**config.mk**
```make
export PLATFORM = sky130hd
export DESIGN_NAME = ultrasonic_echo_ranger_core
export DESIGN_NICKNAME = d
export VERILOG_FILES = /design/src/uer_pkg.sv /design/src/uer_apb_regs.sv /design/src/uer_step.sv /design/src/ultrasonic_echo_ranger_core.sv
export SDC_FILE = /design/constraint.sdc
export NUM_CORES = 1
export LEC_CHECK = 0
export BUFFER_PORTS_ARGS = -buffer_cell sky130_fd_sc_hd__buf_2
export CORE_UTILIZATION = 50
export DETAILED_ROUTE_END_ITERATION = 10
export GPL_TIMING_DRIVEN = 0
export PLACE_DENSITY = 0.72
export SLEW_MARGIN = 10
export SYNTH_ARGS = -nofsm -noshare
export SYNTH_HDL_FRONTEND = slang
export SYNTH_SLANG_ARGS = --single-unit
```
**constraint.sdc**
```tcl
create_clock -name clk -period 10.3 [get_ports clk]
set_input_delay 2.06 -clock clk [delete_from_list [all_inputs] [get_ports clk]]
set_output_delay 2.06 -clock clk [all_outputs]
set_load 0.1 [all_outputs]
```
**src/uer_pkg.sv**
```systemverilog
package uer_pkg;

    localparam int PADDR_W  = 4;
    localparam int PDATA_W  = 32;
    localparam int WAIT_W   = 20;
    localparam int CM_W     = 9;
    localparam int CNT_W    = 21;
    localparam int CM_DIV   = 58;
    localparam int REM_W    = 6;
    localparam int QUO_W    = 15;

    localparam logic [WAIT_W-1:0] MAX_WAIT_RST  = WAIT_W'(30000);
    localparam logic [CM_W-1:0]   MIN_RANGE_RST = CM_W'(3);
    localparam logic [CM_W-1:0]   MAX_RANGE_RST = CM_W'(300);

    typedef enum logic [1:0] {
        REG_MAX_WAIT  = 2'd0,
        REG_MIN_RANGE = 2'd1,
        REG_MAX_RANGE = 2'd2
    } reg_idx_t;

    typedef enum logic [1:0] {
        ST_OK       = 2'd0,
        ST_NO_ECHO  = 2'd1,
        ST_TOO_LONG = 2'd2,
        ST_RANGE    = 2'd3
    } status_t;

    typedef enum logic {
        REQ_TICK  = 1'b0,
        REQ_START = 1'b1
    } req_type_t;

    typedef struct packed {
        logic req_type;
        logic echo_level;
    } req_t;

    typedef struct packed {
        logic [CM_W-1:0] dist_cm;
        status_t         status;
    } rsp_t;

    typedef struct packed {
        logic [WAIT_W-1:0] max_wait_us;
        logic [CM_W-1:0]   min_dist_cm;
        logic [CM_W-1:0]   max_dist_cm;
    } cfg_t;

endpackage

```
**src/uer_apb_regs.sv**
```systemverilog
module uer_apb_regs (
    input  logic                          clk,
    input  logic                          rst_n,
    input  logic                          psel,
    input  logic                          penable,
    input  logic                          pwrite,
    input  logic [uer_pkg::PADDR_W-1:0]   paddr,
    input  logic [uer_pkg::PDATA_W-1:0]   pwdata,
    output logic [uer_pkg::PDATA_W-1:0]   prdata,
    output logic                          pready,
    output uer_pkg::cfg_t                 cfg
);
    import uer_pkg::*;

    cfg_t     cfg_reg;
    cfg_t     cfg_next;
    reg_idx_t idx;
    logic     wr_en;

    assign idx    = reg_idx_t'(paddr[3:2]);
    assign wr_en  = psel && penable && pwrite;
    assign pready = 1'b1;
    assign cfg    = cfg_reg;

    always_comb
    begin
        cfg_next = cfg_reg;
        if (wr_en)
        begin
            case (idx)
                REG_MAX_WAIT:  cfg_next.max_wait_us = pwdata[WAIT_W-1:0];
                REG_MIN_RANGE: cfg_next.min_dist_cm = pwdata[CM_W-1:0];
                REG_MAX_RANGE: cfg_next.max_dist_cm = pwdata[CM_W-1:0];
                default:       cfg_next = cfg_reg;
            endcase
        end
    end

    always_comb
    begin
        case (idx)
            REG_MAX_WAIT:  prdata = PDATA_W'(cfg_reg.max_wait_us);
            REG_MIN_RANGE: prdata = PDATA_W'(cfg_reg.min_dist_cm);
            REG_MAX_RANGE: prdata = PDATA_W'(cfg_reg.max_dist_cm);
            default:       prdata = '0;
        endcase
    end

    always_ff @(posedge clk or negedge rst_n)
    begin
        if (!rst_n)
        begin
            cfg_reg.max_wait_us <= MAX_WAIT_RST;
            cfg_reg.min_dist_cm <= MIN_RANGE_RST;
            cfg_reg.max_dist_cm <= MAX_RANGE_RST;
        end
        else
        begin
            cfg_reg <= cfg_next;
        end
    end

endmodule

```
**src/uer_step.sv**
```systemverilog
module uer_step (
    input  logic          clk,
    input  logic          rst_n,
    input  logic          fire,
    input  uer_pkg::req_t req,
    input  uer_pkg::cfg_t cfg,
    output logic          res_valid,
    output uer_pkg::rsp_t res
);
    import uer_pkg::*;

    typedef enum logic [1:0] {
        PH_IDLE = 2'd0,
        PH_WAIT = 2'd1,
        PH_HIGH = 2'd2
    } phase_t;

    phase_t             phase_reg;
    phase_t             phase_next;
    logic [CNT_W-1:0]   count_reg;
    logic [CNT_W-1:0]   count_next;
    logic [REM_W-1:0]   rem_reg;
    logic [REM_W-1:0]   rem_next;
    logic [QUO_W-1:0]   quo_reg;
    logic [QUO_W-1:0]   quo_next;
    logic [CNT_W-1:0]   count_inc;
    logic [CNT_W-1:0]   wait_limit;
    logic               rem_wrap;
    logic               cm_low;
    logic               cm_high;

    // width / 58 kept as running quotient and remainder during the high time
    assign count_inc  = count_reg + CNT_W'(1);
    assign wait_limit = CNT_W'(cfg.max_wait_us);
    assign rem_wrap   = (rem_reg == REM_W'(CM_DIV - 1));
    assign cm_low     = (quo_reg < QUO_W'(cfg.min_dist_cm));
    assign cm_high    = (quo_reg > QUO_W'(cfg.max_dist_cm));

    always_comb
    begin
        phase_next  = phase_reg;
        count_next  = count_reg;
        rem_next    = rem_reg;
        quo_next    = quo_reg;
        res_valid   = 1'b0;
        res.dist_cm = '0;
        res.status  = ST_OK;
        if (req.req_type == REQ_START)
        begin
            phase_next = PH_WAIT;
            count_next = '0;
        end
        else
        begin
            case (phase_reg)
                PH_WAIT:
                begin
                    if (!req.echo_level)
                    begin
                        count_next = count_inc;
                        if (count_inc > wait_limit)
                        begin
                            res_valid  = 1'b1;
                            res.status = ST_NO_ECHO;
                            phase_next = PH_IDLE;
                        end
                    end
                    else
                    begin
                        phase_next = PH_HIGH;
                        count_next = CNT_W'(1);
                        rem_next   = REM_W'(1);
                        quo_next   = '0;
                        if (cfg.max_wait_us == '0)
                        begin
                            res_valid  = 1'b1;
                            res.status = ST_TOO_LONG;
                            phase_next = PH_IDLE;
                        end
                    end
                end
                PH_HIGH:
                begin
                    if (req.echo_level)
                    begin
                        count_next = count_inc;
                        rem_next   = rem_wrap ? '0 : rem_reg + REM_W'(1);
                        quo_next   = rem_wrap ? quo_reg + QUO_W'(1) : quo_reg;
                        if (count_inc > wait_limit)
                        begin
                            res_valid  = 1'b1;
                            res.status = ST_TOO_LONG;
                            phase_next = PH_IDLE;
                        end
                    end
                    else
                    begin
                        res_valid  = 1'b1;
                        phase_next = PH_IDLE;
                        if (cm_low || cm_high)
                        begin
                            res.status = ST_RANGE;
                        end
                        else
                        begin
                            res.dist_cm = quo_reg[CM_W-1:0];
                        end
                    end
                end
                default:
                begin
                    phase_next = phase_reg;
                end
            endcase
        end
    end

    always_ff @(posedge clk or negedge rst_n)
    begin
        if (!rst_n)
        begin
            phase_reg <= PH_IDLE;
            count_reg <= '0;
            rem_reg   <= '0;
            quo_reg   <= '0;
        end
        else if (fire)
        begin
            phase_reg <= phase_next;
            count_reg <= count_next;
            rem_reg   <= rem_next;
            quo_reg   <= quo_next;
        end
    end

endmodule

```
**src/ultrasonic_echo_ranger_core.sv**
```systemverilog
// Ultrasonic echo ranger.
// Request channel (req_valid/req_ready/req_data): one transaction per item,
// either a start (arms a measurement) or a 1 us tick carrying the echo level.
// Response channel (rsp_valid/rsp_ready/rsp_data): at most one transaction per
// request, giving dist_cm and a status (ok, no echo, echo too long, out of
// range). dist_cm is zero unless status is ok.
// A request accepted into the input register is processed by the step logic
// once the response register is free or being taken, and its response is
// then registered in the response register and held there until taken.
// Throughput: one request per cycle while the receiver does not stall, set by
// the combinational step logic between the request and response registers.
// Configuration goes through the APB port: max_wait_us at 0x0, min_dist_cm at
// 0x4, max_dist_cm at 0x8; pready is always high.
// Reset returns the block to idle with default configuration and no pending
// transactions. While the receiver stalls with a response held, one more
// request is taken into the input register and req_ready then drops.
module ultrasonic_echo_ranger_core (
    input  logic                          clk,
    input  logic                          rst_n,
    input  logic                          req_valid,
    output logic                          req_ready,
    input  uer_pkg::req_t                 req_data,
    output logic                          rsp_valid,
    input  logic                          rsp_ready,
    output uer_pkg::rsp_t                 rsp_data,
    input  logic                          psel,
    input  logic                          penable,
    input  logic                          pwrite,
    input  logic [uer_pkg::PADDR_W-1:0]   paddr,
    input  logic [uer_pkg::PDATA_W-1:0]   pwdata,
    output logic [uer_pkg::PDATA_W-1:0]   prdata,
    output logic                          pready
);
    import uer_pkg::*;

    cfg_t cfg;
    logic in_valid_reg;
    req_t in_data_reg;
    logic out_valid_reg;
    rsp_t out_data_reg;
    logic fire;
    logic step_valid;
    rsp_t step_res;

    assign fire      = in_valid_reg && (!out_valid_reg || rsp_ready);
    assign req_ready = !in_valid_reg || fire;
    assign rsp_valid = out_valid_reg;
    assign rsp_data  = out_data_reg;

    uer_apb_regs u_regs (
        .clk     (clk),
        .rst_n   (rst_n),
        .psel    (psel),
        .penable (penable),
        .pwrite  (pwrite),
        .paddr   (paddr),
        .pwdata  (pwdata),
        .prdata  (prdata),
        .pready  (pready),
        .cfg     (cfg)
    );

    uer_step u_step (
        .clk       (clk),
        .rst_n     (rst_n),
        .fire      (fire),
        .req       (in_data_reg),
        .cfg       (cfg),
        .res_valid (step_valid),
        .res       (step_res)
    );

    always_ff @(posedge clk or negedge rst_n)
    begin
        if (!rst_n)
        begin
            in_valid_reg  <= 1'b0;
            out_valid_reg <= 1'b0;
        end
        else
        begin
            if (req_valid && req_ready)
            begin
                in_valid_reg <= 1'b1;
            end
            else if (fire)
            begin
                in_valid_reg <= 1'b0;
            end
            if (fire && step_valid)
            begin
                out_valid_reg <= 1'b1;
            end
            else if (rsp_ready)
            begin
                out_valid_reg <= 1'b0;
            end
        end
    end

    always_ff @(posedge clk)
    begin
        if (req_valid && req_ready)
        begin
            in_data_reg <= req_data;
        end
        if (fire && step_valid)
        begin
            out_data_reg <= step_res;
        end
    end

endmodule

```
==> results of run 1 <==
==> per-stage QoR <==
| stage | util | instances | power, mW | cell area (sq um) | setup slack (ns) |
|---|---|---|---|---|---|
| 2_1_floorplan | - | 660 | 0.7197 | 5959 | 3.313 |
| 3_3_place_gp | 0.5624 | 865 | 0.7878 | 6449 | 4.596 |
| 3_5_place_dp | 0.5650 | 866 | 0.8017 | 6479 | 4.611 |
| 4_1_cts | 0.5935 | 882 | 1.176 | 6805 | 4.610 |
| 5_1_grt | 0.5940 | 882 | 1.229 | 6812 | 4.441 |
| 6_report | 0.5940 | 882 | 1.169 | 6812 | 4.594 |
==> worst register-to-register path: stages (launching register included) <==
cell and delay (ns):
dfrtp_1 0.50, nand2_1 0.17, nor4_1 0.72, and3_1 0.36, nand2_1 0.11, xnor2_1 0.15
ha_1 0.30, nand4_1 0.12, nor2_1 0.27, a21bo_2 0.27, a31oi_1 0.36, o41ai_1 0.18
a31oi_1 0.98
==> cells in the mapped netlist (7+ instances only) <==
| master | n |
|---|---|
| buf_4 | 14 |
| mux2i_1 | 9 |
| nor4_1 | 13 |
| and2_1 | 13 |
| and3_1 | 11 |
| ha_1 | 44 |
| edfxtp_1 | 13 |
| inv_1 | 44 |
| nand2_1 | 73 |
| nor2b_1 | 8 |
| nand3_1 | 25 |
| xnor2_1 | 26 |
| xor2_1 | 9 |
| a22o_1 | 10 |
| dfrtp_1 | 71 |
| nor3_1 | 18 |
| a21oi_1 | 15 |
| o21ai_0 | 70 |
| clkbuf_1 | 21 |
| nor3b_1 | 7 |
| nor2_1 | 44 |
| nand4_1 | 8 |
| dfstp_2 | 13 |
==> cell families (layout without fill, tap and decap cells) <==
group / count (synthesis) / after routing / synth area share
AND/OR/NAND/NOR: 245 / 245 / 0.2093
AO/OA/AOI/OAI: 131 / 131 / 0.1359
flip-flops: 97 / 97 / 0.4239
buffers and inverters: 82 / 161 / 0.06110
adder cells (fa/ha/maj): 44 / 44 / 0.09302
XOR/XNOR: 36 / 36 / 0.05455
multiplexers: 12 / 12 / 0.02093
other: 2 / 13 / 0.001269
==> path summary, 6_finish.rpt <==
path                                      from                   to  slack (ns)  cells past startpoint
setup / recovery                      paddr[2]            prdata[3]        4.59                      5
hold / removal             u_step.count_reg[8]  u_step.count_reg[8]        0.53                      1
setup reg to reg           u_step.count_reg[0]          rsp_data[1]        5.42                     12
hold reg to reg            u_step.count_reg[8]  u_step.count_reg[8]        0.53                      1
max in group asynchronous                rst_n       u_regs.cfg[31]        7.94                      2
min in group asynchronous                rst_n   u_step.quo_reg[12]        1.69                      1
==> area by class of cell <==
| class | instances | area (sq um) |
|---|---|---|
| clock inverters | 7 | 101.3 |
| well taps | 143 | 178.9 |
| multi-input cells | 481 | 3095 |
| flip-flops and latches | 97 | 2509 |
| plain buffers | 38 | 196.4 |
| inverters | 44 | 165.2 |
| clock buffers | 9 | 225.2 |
| fillers | 983 | 4656 |
| repair buffers | 63 | 340.3 |
==> where the power goes <==
group	total, mW	internal [mW]	switching (mW)
clock network	0.373	0.216	0.157
logic	0.319	0.0866	0.232
registers	0.478	0.441	0.0364
==> per-layer routing <==
layer | share of wire | global-route usage | wire, um
met3 | 0.043 | 0.03827 | 597
met1 | 0.45 | 0.3045 | 6262
met4 | 0.020 | 0.08444 | 274
met5 | 0 | 0 | 0
met2 | 0.49 | 0.4012 | 6882
==> results.tsv, run 1 <==
metric	value	unit
final_common_cell	nand2_1	
fmaxAchievable	175.2	MHz
hold-worst-slack	0.5304	ns
antenna_cells	0	
power_leakage	3.134	nW
antenna_left	0	
ir_drop	0.0001897	V
worst_pin_slew	1.205	ns
insertion_delay	0.35	ns
slew_violations	0	
cts_root_buf	clkbuf_16	
crit_chain	clkbuf_1 -> clkbuf_1 -> mux2i_1 -> o21ai_0 -> buf_2	
setup_viol	0	
ys.warnings.count	0	
grt_pass1_vias	4868	
num-nets-final	823	
cts.sinks	97	
routed_via_density	5.621	
layout_common_cells	nand2_1, dfrtp_1, o21ai_0	
synth_area_per_cell	9.119	sq um
first_iter_violations	300	
synth_top_area_frac	0.3002	
numCtsBuffers	9	
rows	39	
routed_wl	14020	um
critPathBufInv	3	
cpPeakStageDelay	0.55	ns
pwr_density_cell	171.6	mW/mm^2
avgRoutedWirePerCell	15.89	um
area_growth_syn_to_layout	15.10	%
cts_tree	built	
dpl.hpwl	10750	um
hold_path.class	reg -> reg	
cpMostUsedCell	clkbuf_1	
rsz0062_at_grt	no	
ys_ff_latch	97	
dr.pass1.iters	5	
cts_hold_buffers	0	
synth-edff-count	13	
synth_area_leader_cell	dfrtp_1	
crit_slowest_cell	clkbuf_1	
grt_pass1_wl	23320	um
worst-path-max-fanout	10	
overflow	0	
end_kind	output pin	
path_delay_family	buffers and inverters	
fp.dieArea	0.01228	sq mm
clock_path_buffers	2	
grt_antenna_before_repair	0	
setup_tns	0	ns
critPathRequiredTime	8.24	ns
cts_resized	0	
synthFlopType	dfrtp_1	
crit_type	in -> out	
grt_max_degree	46	
start_util	0.5161	
crit_path_start_kind	input port	
skew	0.009638	ns
post-route-min-period	5.706	ns
arrival	3.65	ns
grt_use_total	0.2362	
drv_cap	0	
outcome	finished clean	
synthesis.area	0.005918	sq mm
synth.distinct_cells	61	
die_w	110.8	um
async_reset_ff_frac	0.8660	
postSynthCellCount	649	
cts_setup_buffers	0	
gp_congestion	0.8652	
hold_viol_final	0	
io_pins	91	
clk_pin_slew	0.07	ns
vias	4958	
port_buffers	62	
largest_reg_flops	38	
fp.dieH	110.8	um
drc	0	
ys_seq_area_frac	0.4239	
drive_gt1_frac	0.1651	
coreArea	0.01147	sq mm
finalCritPeriodShare	0.5540	
h-tree-depth	3	
slew_headroom	0.1926	
synth.area.top_cells	dfrtp_1, ha_1, edfxtp_1	
No activity file was read; power rests on OpenSTA's default activity.
==> inputs of run 2 (changes only) <==
ABC_AREA = 1   (was not set)
PLACE_DENSITY = 0.74   (was 0.72)
clock period = 4.7 ns   (was 10.3 ns; I/O delays follow)
==> run 2 against run 1 <==
  * Design area down 0.18%
  * Sequential cell count is the same
  * Final cell count is 10% higher
  * Critical path type is now reg -> reg
  * Clock-buffer cell count rose by 5
  * Non-clock buffer count shrank 12
  * Die area hardly changed
  * Clock skew decreased by 0.0051 ns
  * Combinational power grew to 2.6 times the previous value
  * Critical path depth increased by 16
  * Worst hold slack worse by 0.040 ns
  * Largest cell class unchanged
  * Via count up 3.7%
==> results.tsv, run 2 <==
metric	value	unit	change
cts_resized	0		unchanged
slew_violations	0		unchanged
critPathBufInv	4		+1
pwr_density_cell	388.7	mW/mm^2	+130%
cts.sinks	97		unchanged
slew_headroom	0.5564		+0.3637
io_pins	91		unchanged
synth-edff-count	13		unchanged
drive_gt1_frac	0.1643		-0.0008367
wl_met3	645	um	+8.0%
insertion_delay	0.36	ns	about the same
post-route-min-period	3.589	ns	
timing.rr.end	rsp_data[2]		
synthesis.area	0.005924	sq mm	+0.11%
r2r_slack	1.11	ns	-4.31 ns
finalCritPeriodShare	0.7636		
worst_slack	1.111	ns	-3.482 ns
pre_cts_ws	1.153	ns	-3.458 ns
fmaxAchievable	278.6	MHz	
r2r_cells	21		+9
overflow	0		unchanged
ys.warnings.count	0		unchanged
power_leakage	3.487	nW	+11%
worst-path-max-fanout	11		+1
area_growth_syn_to_layout	14.76	%	
outcome	finished clean		
clk_pin_slew	0.07	ns	about the same
synth.area.top_cells	dfrtp_1, ha_1, nand2_1		
avgRoutedWirePerCell	14.65	um	-7.8%
gp_congestion	0.9146		+5.7%
cts_setup_buffers	0		unchanged
setup_viol	0		unchanged
grt_pass1_wl	23770	um	+2.0%
crit_type	reg -> reg		
dpl.hpwl	10800	um	+0.50%
routed-wl-met2	6847	um	-0.51%
vias	5139		+3.7%
routed_via_density	5.292		-5.8%
dr.pass1.iters	5		unchanged
worst_pin_slew	0.6630	ns	-0.5424 ns
wl_met1	6472	um	+3.4%
ir_drop	0.0002909	V	+53%
coreArea	0.01147	sq mm	unchanged
first_iter_violations	288		-4.0%
hold_end	u_regs.cfg[13]		
grt_use_total	0.2446		+0.008377
drv_cap	0		unchanged
cpMostUsedCell	nand2_1		
final_common_cell	nand2_1		
cts_hold_buffers	0		unchanged
path_delay_family	simple AND/OR/NAND/NOR gates		
hold_viol_final	0		unchanged
rsz0062_at_grt	no		
hold_depth	2		+1
die_w	110.9	um	about the same
post-synth-top-count-cell	nand2_1		
fp.dieArea	0.01229	sq mm	about the same
synthTopCellsByCount	nand2_1, inv_1, dfrtp_1, nor2_1, o21ai_0		
crit_chain	inv_1 -> nor3_4 -> nand3_2 -> nor2_2 -> inv_2 -> nor2_2 -> nand4_1 -> xor2_1 -> inv_1 -> ha_1 -> and3_1 -> nand2_1 -> nand2_1 -> a21oi_1 -> nand2_1 -> nand2_1 -> nand2_1 -> nand2_1 -> nand2_1 -> nand2_1 -> inv_1		
synthFlopType	dfrtp_1		
synth_area_leader_cell	dfrtp_1		
r2r_start	u_step.count_reg[0]		
end_kind	flip-flop		
postSynthCellCount	737		+14%
ys_seq_area_frac	0.4234		-0.0004476
clock_path_buffers	2		unchanged
skew	0.004526	ns	-0.005111 ns
hold_path.class	reg -> reg		
worstHoldStart	u_regs.cfg[13]		
port_buffers	63		+1.6%
antenna_cells	0		unchanged
synth_top_area_frac	0.2999		-0.0003170
layout_common_cells	nand2_1, inv_1, dfrtp_1		
crit_path_start_kind	flip-flop		
cp.depth	21		+16
ys_ff_latch	97		unchanged
h-tree-depth	3		unchanged
routed_wl	14230	um	+1.5%
rows	39		unchanged
synth.distinct_cells	47		-23%
grt_antenna_before_repair	0		unchanged
routed.top_layer	met4		
arrival	3.60	ns	-0.05 ns
grt_pass1_vias	4991		+2.5%
critPathRequiredTime	4.71	ns	-3.53 ns
async_reset_ff_frac	0.8660		unchanged
fp.dieH	110.9	um	about the same
crit_slowest_cell	dfrtp_1		
cpPeakStageDelay	0.41	ns	-0.14 ns
grt_max_degree	58		+26%
drc	0		unchanged
largest_reg_flops	38		unchanged
cts_tree	built		
antenna_left	0		unchanged
setup_tns	0	ns	unchanged
cts_root_buf	clkbuf_16		
numCtsBuffers	9		unchanged
synth_area_per_cell	8.039	sq um	-12%
start_util	0.5166		+0.0005456
num-nets-final	912		+11%
[run 2: cell types whose count changed in the layout (fill, tap and decap cells not counted), moves of 8 or more]
cell,before,now
inv_1,44,126
nand2_1,73,138
xnor2_1,26,0
a21oi_1,15,39
nor2_1,44,68
and2_1,13,0
nor3_1,18,7
a22o_1,10,0
clkbuf_1,21,11
mux2i_1,9,0
o21ai_0,70,61
o22ai_1,1,10
nor2b_1,8,0
[run 2: cell families after synthesis]
group	Yosys count	share of synthesized area
buf+inv	156	0.1111
flops	97	0.4234
fa+ha+maj	44	0.09293
xor+xnor	14	0.02070
other cells	2	0.001268
compound gates	138	0.1318
simple gates	286	0.2188
[run 2: stage by stage]
stage	power, mW	cell area (sq um)	util	hold slack, ns	instances
after floorplan	1.683	5966	-	0.4530	748
after global placement	1.845	6460	0.5633	0.4668	954
after detailed placement	1.874	6490	0.5660	0.4726	955
after CTS	2.648	6799	0.5929	0.4887	971
after global routing	2.786	6799	0.5929	0.5064	971
final	2.643	6799	0.5929	0.4907	971
[run 2: power by group]
group	leakage (nW)	switching [mW]	internal (mW)
Clock	0.153	0.318	0.456
Sequential	1.21	0.0835	0.970
Combinational	2.13	0.595	0.221
Total	3.49	0.996	1.65
[run 2: layout make-up]
type,count,area (sq um)
Buffer,25,152.6
Clock buffer,14,274.0
Clock inverter,2,35.03
Fill cell,1030,4668
Inverter,131,505.5
Multi-Input combinational cell,495,2799
Sequential cell,97,2509
Tap cell,143,178.9
Timing Repair Buffer,64,345.3
[run 2: tightest hold or removal path: stages (launching register included)]
cell	delay, ns
dfrtp_1	0.35
nand2_1	0.05
o21ai_0	0.06
[run 2: how the worst max path moves through the flow]
stage                              from            to  slack, ns
global route        u_step.count_reg[0]   rsp_data[3]       0.76
global placement    u_step.count_reg[3]  rsp_data[10]       1.21
CTS                 u_step.count_reg[0]   rsp_data[8]       1.10
finish              u_step.count_reg[0]   rsp_data[2]       1.11
detailed placement  u_step.count_reg[3]  rsp_data[10]       1.15
floorplan                      paddr[3]     prdata[1]       0.89
[run 2: routing by layer]
| metal | up-vias | GRT usage |
|---|---|---|
| met5 | - | 0 |
| met4 | 0 | 0.1004 |
| met3 | 17 | 0.04593 |
| met2 | 131 | 0.3925 |
| met1 | 2436 | 0.3261 |
| li1 | 2555 | - |
==> inputs of run 3 (changes only) <==
ABC_AREA = 0   (was 1)
PLACE_DENSITY = 0.72   (was 0.74)
clock period = 3.6 ns   (was 4.7 ns; I/O delays follow)
==> run 3 against run 2 <==
  * Sequential share of layout area decreased by 1.0 points
  * Utilization increased by 1.7 points
  * Non-clock buffer count increased by 20
  * Power increased by 26%
  * Sequential cell count unchanged
  * Worst setup slack got worse by 0.98 ns
  * Worst hold slack got worse by 0.24 ns
  * Global-route usage decreased by 0.63 points
==> results.tsv, run 3 (synthesis results as in run 1) <==
metric	value	unit	change
grt_max_degree	65		+12%
overflow	0		unchanged
fp.dieH	110.8	um	about the same
skew	0.008658	ns	+0.004132 ns
coreArea	0.01147	sq mm	unchanged
antenna_cells	0		unchanged
hold_path.class	in -> async		
antenna_left	0		unchanged
arrival	3.58	ns	-0.02 ns
drive_gt1_frac	0.1995		+0.03521
outcome	finished clean		
hold_viol_final	0		unchanged
fp.dieArea	0.01228	sq mm	about the same
pre_cts_ws	-0.6557	ns	-1.808 ns
numCtsBuffers	9		unchanged
port_buffers	62		-1.6%
worst_pin_slew	1.168	ns	+0.5048 ns
final_util	0.6103		+0.01735
final_common_cell	nand2_1		
io_pins	91		unchanged
cts_root_buf	clkbuf_16		
routed_wl	14460	um	+1.6%
grt_use_total	0.2384		-0.006253
gp_congestion	0.8612		-5.8%
cts_tree	built		
worst-path-max-fanout	11		unchanged
r2r_slack	0.13	ns	-0.98 ns
avgRoutedWirePerCell	16.25	um	+11%
die_w	110.8	um	about the same
slew_headroom	0.2198		-0.3366
power_leakage	3.216	nW	-7.8%
pwr_density_cell	474.5	mW/mm^2	+22%
insertion_delay	0.35	ns	about the same
largest_reg_flops	38		unchanged
first_iter_violations	397		+38%
dpl.hpwl	10790	um	-0.14%
slew_violations	0		unchanged
num-nets-final	831		-8.9%
crit_path_start_kind	flip-flop		
cts.sinks	97		unchanged
clk_pin_slew	0.07	ns	about the same
dr.pass1.iters	5		unchanged
finalCritPeriodShare	0.9640		+0.2004
setup_viol	0		unchanged
layout_common_cells	nand2_1, dfrtp_1, buf_2		
h-tree-depth	3		unchanged
grt_antenna_before_repair	0		unchanged
hold-worst-slack	0.2498	ns	-0.2408 ns
routed_via_density	5.703		+7.8%
worst_slack	0.1295	ns	-0.9816 ns
rows	39		unchanged
start_util	0.5161		-0.0005456
critPathRequiredTime	3.71	ns	-1.00 ns
grt_pass1_wl	23630	um	-0.58%
drv_cap	0		unchanged
drc	0		unchanged
end_kind	flip-flop		
grt_pass1_vias	4840		-3.0%
ir_drop	0.0003744	V	+29%
fmaxAchievable	288.1	MHz	+3.4%
clock_path_buffers	2		unchanged
vias	5076		-1.2%
post-route-min-period	3.471	ns	-0.1184 ns
crit_type	reg -> reg		
area_growth_syn_to_layout	18.25	%	
[run 3: changes by cell type in the layout (fill, tap and decap cells not counted), sizes merged, moves of 13 or more]
| cell | before | now |
|---|---|---|
| nand2 | 143 | 73 |
| inv | 130 | 46 |
| and2 | 0 | 13 |
| nor2 | 77 | 44 |
| xnor2 | 0 | 26 |
| a21oi | 40 | 15 |
[run 3: final cells by class]
| cell class | count | area (sq um) |
|---|---|---|
| repair buffers | 71 | 410.4 |
| well taps | 143 | 178.9 |
| clock buffers | 9 | 225.2 |
| multi-input cells | 481 | 3232 |
| plain buffers | 38 | 196.4 |
| clock inverters | 7 | 77.57 |
| inverters | 44 | 165.2 |
| flip-flops and latches | 97 | 2512 |
| fillers | 942 | 4469 |
[run 3: stage by stage]
step	instances	TNS (ns)	cell area, sq um	total power [mW]
floorplan	660	-2.559	5977	2.064
global placement	865	-7.294	6466	2.259
detailed placement	866	-7.946	6496	2.304
CTS	884	0	6882	3.296
global route	890	-0.01606	6998	3.483
finish	890	0	6998	3.321
[run 3: path summary, 6_finish.rpt]
| check | startpoint | end | depth (start not counted) |
|---|---|---|---|
| setup / recovery | u_step.count_reg[4] | rsp_data[0] | 14 |
| hold / removal | rst_n | u_step.quo_reg[14] | 1 |
| setup reg to reg | u_step.count_reg[4] | rsp_data[0] | 14 |
| hold reg to reg | u_regs.cfg[10] | u_regs.cfg[10] | 2 |
| max in group asynchronous | rst_n | u_regs.cfg[31] | 2 |
| min in group clk | u_regs.cfg[10] | u_regs.cfg[10] | 2 |
[run 3: worst max-delay path, stage by stage (launching register included)]
cell and delay, ns:
dfrtp_1 0.47, nand4_4 0.18, or4_1 0.54, buf_2 0.18, nor2_1 0.15, xor2_1 0.21
ha_1 0.26, nand4_1 0.11, a21oi_1 0.07, nor3_2 0.17, buf_4 0.16, nor2_4 0.05
o41ai_4 0.39, a31oi_4 0.14, buf_12 0.17
[run 3: repair_timing]
item	CTS	global route
setup buffers	2	6
pin swaps	3	5
endpoints found under the setup margin	16	21
hold buffers	0	0
gates resized for setup	11	14
[run 3: where the power goes]
part           switching, mW  total (mW)  internal (mW)
Clock                  0.448       0.993          0.545
Sequential             0.109        1.37           1.26
Combinational          0.685       0.955          0.270
[run 3: per-layer routing]
layer  wire [um]  vias up  GRT usage
li1            -     2442          -
met1        6466     2477     0.3196
met2        7146      146     0.3963
met3         708       11    0.04155
met4         138        0    0.06756
met5           0        -          0
